## src/hdl/jsrw_pkg.sv

```systemverilog
// Package: payload types, codes and constants of the ramp watchdog core.
`timescale 1ns / 1ps
`default_nettype none

package jsrw_pkg;

    // Action codes
    localparam logic [2:0] ACT_TICK      = 3'd0;
    localparam logic [2:0] ACT_ARM       = 3'd1;
    localparam logic [2:0] ACT_RESEED    = 3'd2;
    localparam logic [2:0] ACT_DISARM    = 3'd3;
    localparam logic [2:0] ACT_CYCLE_END = 3'd4;

    // Configuration register indexes
    localparam logic [1:0] CFG_MAX_STEP     = 2'd0;
    localparam logic [1:0] CFG_RAMP_BYPASS  = 2'd1;
    localparam logic [1:0] CFG_TICK_RATE_HZ = 2'd2;

    localparam logic [30:0] MAX_STEP_RESET  = 31'd0;
    localparam logic        BYPASS_RESET    = 1'b1;
    localparam logic [13:0] TICK_RATE_RESET = 14'd200;

    // Watchdog thresholds
    localparam logic [6:0] STALE_MARK   = 7'd20;
    localparam logic [6:0] STALE_KILL   = 7'd100;
    localparam logic [6:0] STALE_MAX    = 7'd127;
    localparam logic [5:0] SILENT_LIMIT = 6'd50;

    localparam logic signed [31:0] VEL_POS_SAT = 32'sh7FFF_FFFF;
    localparam logic signed [31:0] VEL_NEG_SAT = 32'sh8000_0000;

    typedef struct packed {
        logic [2:0]         action;
        logic [3:0]         motor_index;
        logic signed [31:0] target_angle;
        logic signed [31:0] target_velocity;
        logic               feedback_fresh;
        logic [7:0]         fault_code;
        logic signed [31:0] measured_angle;
        logic               drop_fault;
    } in_item_t;

    typedef struct packed {
        logic               command_valid;
        logic signed [31:0] command_angle;
        logic signed [31:0] command_velocity;
        logic               is_enabled;
        logic               is_stale;
        logic               is_faulted;
        logic               recover_request;
    } out_item_t;

    // One slot word in the slot RAM
    typedef struct packed {
        logic [6:0]         stale_count;
        logic signed [31:0] ramp_angle;
    } slot_word_t;

    typedef struct packed {
        logic load;
        logic read;
        logic step;
        logic finish;
    } jsrw_cmd_t;

    typedef struct packed {
        logic out_busy;
        logic out_full;
    } jsrw_sts_t;

endpackage

`default_nettype wire

```

## src/hdl/joint_setpoint_ramp_watchdog_core.sv

```systemverilog
// Top level of the per-joint setpoint ramp and feedback watchdog core.
//
//   channel  | direction | handshake                 | payload
//   ---------+-----------+---------------------------+-------------------------
//   item     | in        | item_valid / item_stall   | in_item_t
//   result   | out       | result_valid / result_stall | out_item_t
//   cfg      | in        | cfg_valid / cfg_ready     | cfg_index, cfg_data
//
// One transaction in flight: accept, slot RAM read, ramp step, then multiply,
// state write-back and result load. The slot RAM read is registered, and the
// velocity multiply is combinational in the finish stage.
// Reset clears all slot flags, stale count valid bits and counters, and loads config defaults.
// A stalled result holds the finish stage; the next transaction is taken on
// the same edge the pending result leaves the output register.
`timescale 1ns / 1ps
`default_nettype none

module joint_setpoint_ramp_watchdog_core
    import jsrw_pkg::*;
#(
    parameter int MOTOR_SLOTS = 16
) (
    input  wire logic        clk,
    input  wire logic        rst_n,
    // input transactions
    input  wire logic        item_valid,
    output logic             item_stall,
    input  wire in_item_t    item,
    // result transactions
    output logic             result_valid,
    input  wire logic        result_stall,
    output out_item_t        result,
    // configuration writes, always ready
    input  wire logic        cfg_valid,
    output logic             cfg_ready,
    input  wire logic [1:0]  cfg_index,
    input  wire logic [30:0] cfg_data
);

    jsrw_cmd_t cmd;
    jsrw_sts_t sts;

    // Sequencer: owns the item-side handshake
    jsrw_ctrl u_ctrl (
        .clk        (clk),
        .rst_n      (rst_n),
        .item_valid (item_valid),
        .item_stall (item_stall),
        .sts        (sts),
        .cmd        (cmd)
    );

    // Datapath: slot state, ramp arithmetic, output register
    jsrw_datapath #(
        .MOTOR_SLOTS (MOTOR_SLOTS)
    ) u_datapath (
        .clk          (clk),
        .rst_n        (rst_n),
        .item         (item),
        .cmd          (cmd),
        .sts          (sts),
        .result_stall (result_stall),
        .result_valid (result_valid),
        .result       (result),
        .cfg_valid    (cfg_valid),
        .cfg_ready    (cfg_ready),
        .cfg_index    (cfg_index),
        .cfg_data     (cfg_data)
    );

endmodule

`default_nettype wire

```

## src/hdl/jsrw_ram.sv

```systemverilog
// Generic single-write, single-read RAM with registered read data.
`timescale 1ns / 1ps
`default_nettype none

module jsrw_ram #(
    parameter int WIDTH = 8,
    parameter int DEPTH = 16,
    localparam int ADDR_W = (DEPTH > 1) ? $clog2(DEPTH) : 1
) (
    input  wire logic              clk,
    input  wire logic              wr_en,
    input  wire logic [ADDR_W-1:0] wr_addr,
    input  wire logic [WIDTH-1:0]  wr_data,
    input  wire logic              rd_en,
    input  wire logic [ADDR_W-1:0] rd_addr,
    output logic      [WIDTH-1:0]  rd_data
);

    logic [WIDTH-1:0] mem_reg [DEPTH];

    always_ff @(posedge clk)
    begin
        if (wr_en)
        begin
            mem_reg[wr_addr] <= wr_data;
        end
        if (rd_en)
        begin
            rd_data <= mem_reg[rd_addr];
        end
    end

endmodule

`default_nettype wire

```

## src/hdl/jsrw_ctrl.sv

```systemverilog
// Controller: sequences one transaction through read, step and finish.
`timescale 1ns / 1ps
`default_nettype none

module jsrw_ctrl
    import jsrw_pkg::*;
(
    input  wire logic      clk,
    input  wire logic      rst_n,
    input  wire logic      item_valid,
    output logic           item_stall,
    input  wire jsrw_sts_t sts,
    output jsrw_cmd_t      cmd
);

    typedef enum logic [1:0] {
        S_IDLE,
        S_READ,
        S_STEP,
        S_FINISH
    } state_t;

    state_t state_reg;
    state_t state_next;
    logic   take;

    always_comb
    begin
        take = (state_reg == S_IDLE) || ((state_reg == S_FINISH) && !sts.out_busy);
        item_stall = !take;
        cmd.load   = item_valid && take;
        cmd.read   = (state_reg == S_READ);
        cmd.step   = (state_reg == S_STEP);
        cmd.finish = (state_reg == S_FINISH) && !sts.out_busy;
        state_next = state_reg;
        unique case (state_reg)
            S_IDLE:
            begin
                if (item_valid)
                begin
                    state_next = S_READ;
                end
            end
            S_READ:   state_next = S_STEP;
            S_STEP:   state_next = S_FINISH;
            S_FINISH:
            begin
                if (!sts.out_busy)
                begin
                    state_next = item_valid ? S_READ : S_IDLE;
                end
            end
            default:  state_next = S_IDLE;
        endcase
    end

    always_ff @(posedge clk or negedge rst_n)
    begin
        if (!rst_n)
        begin
            state_reg <= S_IDLE;
        end
        else
        begin
            state_reg <= state_next;
        end
    end

endmodule

`default_nettype wire

```

## src/hdl/jsrw_datapath.sv

```systemverilog
// Datapath: config registers, slot flags, slot RAM, ramp step and velocity.
`timescale 1ns / 1ps
`default_nettype none

module jsrw_datapath
    import jsrw_pkg::*;
#(
    parameter int MOTOR_SLOTS = 16
) (
    input  wire logic        clk,
    input  wire logic        rst_n,
    input  wire in_item_t    item,
    input  wire jsrw_cmd_t   cmd,
    output jsrw_sts_t        sts,
    input  wire logic        result_stall,
    output logic             result_valid,
    output out_item_t        result,
    input  wire logic        cfg_valid,
    output logic             cfg_ready,
    input  wire logic [1:0]  cfg_index,
    input  wire logic [30:0] cfg_data
);

    localparam int ADDR_W  = (MOTOR_SLOTS > 1) ? $clog2(MOTOR_SLOTS) : 1;
    localparam int TOTAL_W = $clog2(MOTOR_SLOTS + 1);
    localparam int WORD_W  = $bits(slot_word_t);

    // Configuration
    logic [30:0] max_step_reg;
    logic        bypass_reg;
    logic [13:0] tick_rate_reg;

    assign cfg_ready = 1'b1;

    always_ff @(posedge clk or negedge rst_n)
    begin
        if (!rst_n)
        begin
            max_step_reg  <= MAX_STEP_RESET;
            bypass_reg    <= BYPASS_RESET;
            tick_rate_reg <= TICK_RATE_RESET;
        end
        else if (cfg_valid)
        begin
            unique case (cfg_index)
                CFG_MAX_STEP:     max_step_reg  <= cfg_data;
                CFG_RAMP_BYPASS:  bypass_reg    <= cfg_data[0];
                CFG_TICK_RATE_HZ: tick_rate_reg <= cfg_data[13:0];
                default:          ;
            endcase
        end
    end

    // Item capture
    in_item_t          item_reg;
    logic              slot_ok;
    logic [ADDR_W-1:0] addr;

    always_ff @(posedge clk)
    begin
        if (cmd.load)
        begin
            item_reg <= item;
        end
    end

    assign slot_ok = ({28'd0, item_reg.motor_index} < 32'(MOTOR_SLOTS));
    assign addr    = ADDR_W'(item_reg.motor_index);

    // Slot RAM: ramp angle and stale count; count valid bits clear on reset
    logic [MOTOR_SLOTS-1:0] cnt_valid_reg;
    logic [MOTOR_SLOTS-1:0] enabled_reg;
    logic [MOTOR_SLOTS-1:0] faulted_reg;
    logic [MOTOR_SLOTS-1:0] stale_reg;
    logic [TOTAL_W-1:0]     total_reg;
    logic [5:0]             silent_reg;
    slot_word_t             rd_word;
    slot_word_t             wr_word;
    logic                   wr_en;
    logic [WORD_W-1:0]      rd_raw;

    jsrw_ram #(
        .WIDTH (WORD_W),
        .DEPTH (MOTOR_SLOTS)
    ) u_slot_ram (
        .clk     (clk),
        .wr_en   (cmd.finish && wr_en),
        .wr_addr (addr),
        .wr_data (wr_word),
        .rd_en   (cmd.read),
        .rd_addr (addr),
        .rd_data (rd_raw)
    );

    assign rd_word = slot_word_t'(rd_raw);

    // Ramp step stage
    logic signed [32:0] err;
    logic signed [32:0] step_pos;
    logic signed [32:0] step_neg;
    logic signed [31:0] diff;
    logic signed [31:0] diff_reg;
    logic signed [31:0] new_angle_reg;
    logic signed [31:0] old_angle_reg;
    logic [6:0]         cnt_old_reg;

    always_comb
    begin
        err      = {item_reg.target_angle[31], item_reg.target_angle}
                 - {rd_word.ramp_angle[31], rd_word.ramp_angle};
        step_pos = {2'b00, max_step_reg};
        step_neg = -step_pos;
        if (err > step_pos)
        begin
            diff = step_pos[31:0];
        end
        else if (err < step_neg)
        begin
            diff = step_neg[31:0];
        end
        else
        begin
            diff = err[31:0];
        end
    end

    always_ff @(posedge clk)
    begin
        if (cmd.step)
        begin
            diff_reg      <= diff;
            new_angle_reg <= rd_word.ramp_angle + diff;
            old_angle_reg <= rd_word.ramp_angle;
            cnt_old_reg   <= (slot_ok && cnt_valid_reg[addr]) ? rd_word.stale_count : 7'd0;
        end
    end

    // Finish stage: velocity, watchdog, flag and RAM update
    logic signed [46:0] prod;
    logic signed [31:0] vel_sat;
    logic               en_old;
    logic               flt_old;
    logic               stl_old;
    logic               en_new;
    logic               flt_new;
    logic               stl_new;
    logic [6:0]         cnt_new;
    logic signed [31:0] ang_new;
    logic [5:0]         silent_new;
    logic               fresh;
    out_item_t          res;

    always_comb
    begin
        prod = diff_reg * $signed({1'b0, tick_rate_reg});
        if (prod[46:31] != {16{prod[46]}})
        begin
            vel_sat = prod[46] ? VEL_NEG_SAT : VEL_POS_SAT;
        end
        else
        begin
            vel_sat = prod[31:0];
        end
    end

    always_comb
    begin
        fresh      = item_reg.feedback_fresh;
        en_old     = slot_ok && enabled_reg[addr];
        flt_old    = slot_ok && faulted_reg[addr];
        stl_old    = slot_ok && stale_reg[addr];
        en_new     = en_old;
        flt_new    = flt_old;
        stl_new    = stl_old;
        cnt_new    = cnt_old_reg;
        ang_new    = old_angle_reg;
        silent_new = silent_reg;
        wr_en      = 1'b0;
        res        = '0;
        unique case (item_reg.action)
            ACT_TICK:
            begin
                if (en_old)
                begin
                    res.command_valid = 1'b1;
                    wr_en = 1'b1;
                    if (bypass_reg)
                    begin
                        res.command_angle    = item_reg.target_angle;
                        res.command_velocity = item_reg.target_velocity;
                    end
                    else
                    begin
                        res.command_angle    = new_angle_reg;
                        res.command_velocity = vel_sat;
                        ang_new              = new_angle_reg;
                    end
                    if (fresh && (item_reg.fault_code != 8'd0))
                    begin
                        flt_new = 1'b1;
                        en_new  = 1'b0;
                    end
                    else
                    begin
                        if (fresh)
                        begin
                            cnt_new = 7'd0;
                            stl_new = 1'b0;
                        end
                        else if (cnt_old_reg < STALE_MAX)
                        begin
                            cnt_new = cnt_old_reg + 7'd1;
                        end
                        if (cnt_new >= STALE_MARK)
                        begin
                            stl_new = 1'b1;
                        end
                        if (cnt_new >= STALE_KILL)
                        begin
                            en_new  = 1'b0;
                            flt_new = 1'b1;
                        end
                    end
                end
            end
            ACT_ARM:
            begin
                if (slot_ok)
                begin
                    ang_new = item_reg.measured_angle;
                    wr_en   = 1'b1;
                    en_new  = 1'b1;
                end
            end
            ACT_RESEED:
            begin
                if (slot_ok)
                begin
                    ang_new = item_reg.measured_angle;
                    wr_en   = 1'b1;
                end
            end
            ACT_DISARM:
            begin
                if (slot_ok)
                begin
                    en_new = 1'b0;
                    if (item_reg.drop_fault)
                    begin
                        flt_new = 1'b0;
                    end
                end
            end
            ACT_CYCLE_END:
            begin
                if ((total_reg != '0) && !fresh)
                begin
                    if (silent_reg == SILENT_LIMIT - 6'd1)
                    begin
                        res.recover_request = 1'b1;
                        silent_new = 6'd0;
                    end
                    else
                    begin
                        silent_new = silent_reg + 6'd1;
                    end
                end
                else
                begin
                    silent_new = 6'd0;
                end
            end
            default: ;
        endcase
        res.is_enabled = en_new;
        res.is_stale   = stl_new;
        res.is_faulted = flt_new;
        wr_word.stale_count = cnt_new;
        wr_word.ramp_angle  = ang_new;
    end

    always_ff @(posedge clk or negedge rst_n)
    begin
        if (!rst_n)
        begin
            cnt_valid_reg <= '0;
            enabled_reg   <= '0;
            faulted_reg   <= '0;
            stale_reg     <= '0;
            total_reg     <= '0;
            silent_reg    <= 6'd0;
            result_valid  <= 1'b0;
        end
        else
        begin
            if (cmd.finish)
            begin
                if (slot_ok)
                begin
                    enabled_reg[addr] <= en_new;
                    faulted_reg[addr] <= flt_new;
                    stale_reg[addr]   <= stl_new;
                    if (wr_en)
                    begin
                        cnt_valid_reg[addr] <= 1'b1;
                    end
                end
                if (en_new && !en_old)
                begin
                    total_reg <= total_reg + TOTAL_W'(1);
                end
                else if (!en_new && en_old)
                begin
                    total_reg <= total_reg - TOTAL_W'(1);
                end
                silent_reg   <= silent_new;
                result_valid <= 1'b1;
            end
            else if (!result_stall)
            begin
                result_valid <= 1'b0;
            end
        end
    end

    always_ff @(posedge clk)
    begin
        if (cmd.finish)
        begin
            result <= res;
        end
    end

    assign sts.out_busy = result_valid && result_stall;
    assign sts.out_full = result_valid;

endmodule

`default_nettype wire

```

## config.mk

```make
export PLATFORM = sky130hd
export DESIGN_NAME = joint_setpoint_ramp_watchdog_core
export DESIGN_NICKNAME = d
export VERILOG_FILES = /design/src/hdl/jsrw_pkg.sv /design/src/hdl/joint_setpoint_ramp_watchdog_core.sv /design/src/hdl/jsrw_ram.sv /design/src/hdl/jsrw_ctrl.sv /design/src/hdl/jsrw_datapath.sv
export SDC_FILE = /design/constraint.sdc
export NUM_CORES = 2
export LEC_CHECK = 0
export BUFFER_PORTS_ARGS = -buffer_cell sky130_fd_sc_hd__buf_2
export CAP_MARGIN = 20
export CORE_MARGIN = 2
export CORE_UTILIZATION = 55
export DETAILED_ROUTE_END_ITERATION = 7
export GPL_TIMING_DRIVEN = 0
export PLACE_DENSITY = 0.84
export SLEW_MARGIN = 25
export SYNTH_ARGS = -nofsm -noshare
export SYNTH_HDL_FRONTEND = slang
export SYNTH_SLANG_ARGS = --single-unit
```

## constraint.sdc

```tcl
create_clock -name clk -period 8.55 [get_ports clk]
set_clock_uncertainty 0.1 [all_clocks]
set_input_delay 0.855 -clock clk [delete_from_list [all_inputs] [get_ports clk]]
set_output_delay 0.855 -clock clk [all_outputs]
set_load 0.02 [all_outputs]
```

Word level (Yosys, flattened, before mapping)

Memories as Yosys holds them, arrays and structs flattened. A register that Yosys moved wholly into a read port is not among the register bits.
Index checks and enable logic that the tools add are counted.

RAM bits: 624
Output and inout port bits: 72
Input port bits: 151
Register bits: 409
Memories kept: 1
Logic and storage cells: 151

Reduce and logical (&&, ||, !) cells: 31
Bitwise logic cells: 1
$lt $le $gt $ge: 7
Multiply operators: 1
Muxes and demuxes: 59
Equality and inequality tests: 14
Add/subtract/negate cells: 7

Memories:

| memory                        | words | width | rd ports | clocked after Yosys merged registers in | write ports | line           | text |
|---|---|---|---|---|---|---|---|
| u_datapath.u_slot_ram.mem_reg | 16    | 39    | 1        | 1                                       | 1           | jsrw_ram.sv:19 | `logic [WIDTH-1:0] mem_reg [DEPTH];` |

Operator list:

| kind                                                                                 | number |
|---|---|
| 32-bit 2-to-1 mux                                                                    | 6 |
| 65-bit 2-to-1 mux                                                                    | 1 |
| 64-bit 2-to-1 mux                                                                    | 1 |
| 32-bit one-hot mux with 2 select lines                                               | 1 |
| 7-bit 2-to-1 mux                                                                     | 8 |
| 16-bit bitwise mux                                                                   | 3 |
| 32-bit by 15-bit multiplier with 47-bit output                                       | 1 |
| 33-bit by 32-bit greater-than comparator with 1-bit output                           | 1 |
| 33-bit less-than comparator                                                          | 1 |
| 31-bit negator with 33-bit output                                                    | 1 |
| 32-bit by 32-bit subtractor with 33-bit output                                       | 1 |
| 32-bit adder                                                                         | 1 |
| 1-bit 2-to-1 mux                                                                     | 24 |
| 2-bit AND reduction                                                                  | 9 |
| 1-bit binary-select mux with 4-bit select                                            | 4 |
| 16-bit bitwise OR                                                                    | 1 |
| 15-bit != test                                                                       | 1 |
| 6-bit 2-to-1 mux                                                                     | 2 |
| 5-bit 2-to-1 mux                                                                     | 2 |
| 1-bit logical AND                                                                    | 9 |
| 2-bit one-hot mux with 4 select lines                                                | 1 |
| 8-bit nonzero test                                                                   | 1 |
| 7-bit by 1-bit adder with 7-bit output (second input constant)                       | 1 |
| 7-bit by 5-bit greater-or-equal comparator with 1-bit output (second input constant) | 1 |
| 26 further kinds                                                                     | 38 |

Longest topological paths before layout

Depth after elaboration: 15
Depth in mapped cells: 42
Mapped depth without buffers: 41

Cells and area by module

A second synthesis with hierarchy kept.

Cell total of the unflattened synthesis: 4,676
Area, all modules: 62,264.7 um2

Modules (own cells, without submodules):

| module        | instances | area each (um2) | sequential area each (um2) | cells each |
|---|---|---|---|---|
| jsrw_datapath | 1         | 37,491.0        | 11,616.1                   | 3,643 |
| jsrw_ram      | 1         | 24,576.1        | 19,909.1                   | 1,014 |
| jsrw_ctrl     | 1         | 197.7           | 50.0                       | 19 |

Worst setup path after synthesis

No wires, ideal clock.

Kind: input to register
Start: in result_stall
End: reg u_datapath.item_reg, in the netlist u_datapath.addr[0], enable pin
Library setup time: 0.597 ns
Arrival: 7.966 ns
Stages on the path: 5
Path buffers: 0
Required time: 7.853 ns
Path slack: -0.113 ns
Cells stage by stage: nand2_1 > nand2_1 > inv_1 > nor2_1 > nor2b_1

RTL lines:

| element              | line                                    | text |
|---|---|---|
| start, declared      | joint_setpoint_ramp_watchdog_core.sv:31 | `input wire logic result_stall,` |
| end signal, assigned | jsrw_datapath.sv:63                     | `item_reg <= item;` |
| end, declared        | jsrw_datapath.sv:55                     | `in_item_t item_reg;` |

Worst setup path after layout

Start: reg u_datapath.u_slot_ram.rd_data[0] (read register of u_datapath.u_slot_ram.mem_reg)
End: reg u_datapath.new_angle_reg[31], data pin

Word-level cells in the longest chain between the ends: 5
Elaborated cells between the ends (all ways): 6
Classes of those cells: 2 x add/sub; 2 x order compare; 2 x mux

Ends and longest elaborated chain:

| element                                            | line                 | text |
|---|---|---|
| start, declared                                    | jsrw_ram.sv:16       | `output logic [WIDTH-1:0] rd_data` |
| 32-bit by 32-bit subtractor with 33-bit output (*) | jsrw_datapath.sv:110 | `- {rd_word.ramp_angle[31], rd_word.ramp_angle};` |
| 33-bit less-than comparator                        | jsrw_datapath.sv:117 | `else if (err < step_neg)` |
| 32-bit 2-to-1 mux                                  | jsrw_datapath.sv:117 |  |
| 32-bit 2-to-1 mux (*)                              | jsrw_datapath.sv:113 | `if (err > step_pos)` |
| net u_datapath.diff[9]                             | jsrw_datapath.sv:101 | `logic signed [31:0] diff;` |
| 32-bit adder (*)                                   | jsrw_datapath.sv:132 | `new_angle_reg <= rd_word.ramp_angle + diff;` |
| end signal, assigned                               | jsrw_datapath.sv:132 |  |
| end, declared                                      | jsrw_datapath.sv:103 | `logic signed [31:0] new_angle_reg;` |

Mark *: on every way through the listed nets, which the timed path passes. The rest lies on a longest branch.
A chain may end at the register's enable or synchronous reset.

==> summary.txt <==
Fillers: 7776
Area Overhead vs Synth: 15.22%
MaxCap Viol Count: 0
Critical path class: flop to flop
RSZ-0062 raised after global routing: yes
Top cell type's share of synthesized area: 45.41%
Overflow after GRT: 0
Ports: 223
Post-layout worst setup margin: -0.1157 ns
Worst rel slew slack: 17.58%
Worst r2r path cells: 40
Syn nets: 5464
Fin crit period: 8.666 ns
Skew-Pair Late Insertion Delay: 0.74 ns
Final period util: 101.4%
Achievable frequency: 115.4 MHz
CTS buffer count: 106
DRT iter0 DRCs: 5560
Drt total wl: 197700 um
Starting density of the core: 55.57%
Post-synth cell types: 90
Top FF cell, synth: edfxtp_1
Maximum root-to-sink buffer count: 3
Slew @ Worst Pin: 1.236 ns
Fin nets: 5934
Pins Over Slew Limit: 0
Vias in the first global route: 43902
Cell with the most instances after synthesis: edfxtp_1
DRC Markers: 5
Setup-failing EPs final: 4
Register area share after synthesis: 50.37%
Startpoint Class: flop
First-pass detailed-route iteration total: 8
Synth async-reset ratio: 11.57%
FF+latch count, synth: 1072
Critical-path top delay cell: edfxtp_1
Status: finished with violations
Root Buffer: clkbuf_16
Port bufs: 221
Total GRT Usage: 33.53%
Rows: 123
Syn Area/Cell: 13.46 sq um
Routed Antenna Nets: 0
Gpl congestion: 0.9604
Synth cell count leaders: 948 x edfxtp_1, 621 x inv_1, 413 x fa_1, 329 x nand2_1, 301 x and2_1
Vias per std cell: 6.385
Post-synth EDFFs: 948
TritonCTS clock tree: built
Worst path arrival time: 9.06 ns
Largest net degree at the start of global routing: 69
Yosys warns: 0
Largest register FFs: 624
Failing checks: DRC, setup timing
Worst path required time: 8.94 ns
First-pass GRT wire length: 283500 um
Die H: 341.6 um
Hold Crit Class: input port to flop
CP Max Fanout: 6
Yosys top cell by area: edfxtp_1
Most used cell, CP: a21o_1
Clock transition at path regs: 0.07 ns
DP Worst Slack: -2.170 ns
DR vias: 42910
Die width: 341.6 um
Critical path capture point type: flop
H-tree depth: 3
Endpoints failing hold: 0
Area of the core: 0.1128 sq mm
Mapped Area: 0.06269 sq mm
DR WL/cell: 29.41 um
DP HPWL: 138600 um
Gate count after technology mapping: 4656
Top cells by area, synth: edfxtp_1 45%, fa_1 13%, mux4_2 7.7%
Share of cells above drive strength 1: 21.25%
Largest stage delay, worst path: 0.45 ns
WHS Path Cells: 1
Antenna violations before repair: 9
Clk sink count: 1072
Die area: 0.1167 sq mm
-- cell usage in the layout, fill, tap and decap left out, drive strengths merged, types with 13 or more instances in the layout --
cell type | synthesis | layout
and3 | 25 | 25
mux2 | 71 | 71
o21bai | 24 | 24
and2 | 302 | 302
a21oi | 154 | 154
a21o | 62 | 62
dfrtp | 120 | 120
nand2 | 329 | 329
inv | 622 | 630
fa | 413 | 413
o21ai | 127 | 127
nor2b | 24 | 24
nor2 | 147 | 147
ha | 244 | 244
o21a | 19 | 19
nor4 | 13 | 13
nor3 | 46 | 46
or3 | 18 | 18
clkinv | 0 | 51
nand3 | 59 | 59
xnor2 | 97 | 97
xor2 | 30 | 30
edfxtp | 948 | 948
nand4 | 33 | 33
or2 | 22 | 22
o211ai | 36 | 36
a222oi | 32 | 32
mux4 | 214 | 214
a211oi | 23 | 23
buf | 33 | 401
clkbuf | 166 | 285
mux2i | 52 | 52
nand2b | 36 | 36
-- worst max-delay path: cells and delay by family, from the launching register on --
kind	cells	cell delay [ns]
compound gates	21	4.57
xor+xnor	2	0.36
fa+ha+maj	4	1.21
buf+inv	4	0.49
flops	1	0.45
simple gates	9	1.22
-- final cells by class --
cell class                      instances  area (sq um)  share of cell area (%)
Clock inverter                         75         724.4                   1.003
Buffer                                195         985.9                   1.365
Tap cell                             1500          1877                   2.598
Inverter                              622          2340                   3.239
Multi-Input combinational cell       2763         28930                   40.05
Timing Repair Buffer                  366          3024                   4.187
Antenna cell                            1         2.502                0.003465
Clock buffer                          126          2769                   3.834
Sequential cell                      1072         31580                   43.72
-- what timing repair did --
action	CTS	global route
hold buffers	1	0
setup endpoints to repair	57	48
pin swaps	34	71
hold endpoints to repair	51	0
gates cloned	0	1
buffers inserted	42	54
gates resized for setup	104	212
-- per-stage QoR --
step | cells | setup TNS (ns) | util (%) | cell area (sq um) | hold WS, ns
after floorplan | 4656 | 0 | - | 62690 | 0.3337
after global placement | 6377 | -327.44 | 58.21 | 65670 | 0.3465
after detailed placement | 6424 | -33.36 | 59.39 | 67000 | 0.3581
after CTS | 6666 | 0 | 63.10 | 71180 | 0.1680
after global routing | 6719 | -1.874 | 64.02 | 72220 | 0.1668
final | 6720 | -0.2676 | 64.03 | 72230 | 0.1848
-- cells by family after synthesis --
family / after synthesis / synth area share [%]
adders and majority gates: 657 / 18.06
muxes: 337 / 9.794
other: 1 / 0.005982
buffers and inverters: 821 / 5.038
AOI/OAI and AO/OA: 561 / 6.094
and+or+nand+nor: 1080 / 8.862
xor gates and xnor gates: 127 / 1.774
DFF: 1072 / 50.37
-- layer usage --
layer	wire length [um]	up-vias	part of all wire, %	track usage (%)
met4	17860	10	9.0	23.41
met1	64150	21340	32	39.25
li1	-	17398	-	-
met5	60	-	0.030	0
met2	94650	3221	48	55.26
met3	20920	941	11	7.444
-- final timing paths --
check                                            startpoint                           end  slack [ns]
setup / recovery           u_datapath.u_slot_ram.rd_data[0]  u_datapath.new_angle_reg[31]       -0.12
hold / removal                                     item[19]       u_datapath.item_reg[19]        0.18
setup reg to reg           u_datapath.u_slot_ram.rd_data[0]  u_datapath.new_angle_reg[31]       -0.12
hold reg to reg                u_datapath.cnt_valid_reg[15]  u_datapath.cnt_valid_reg[15]        0.38
max in group asynchronous                             rst_n   u_datapath.tick_rate_reg[6]        6.97
min in group asynchronous                             rst_n   u_datapath.cnt_valid_reg[4]        0.53
Power is not shown: default switching activity piles up to over one toggle a cycle in this logic, so the estimate is an artifact.
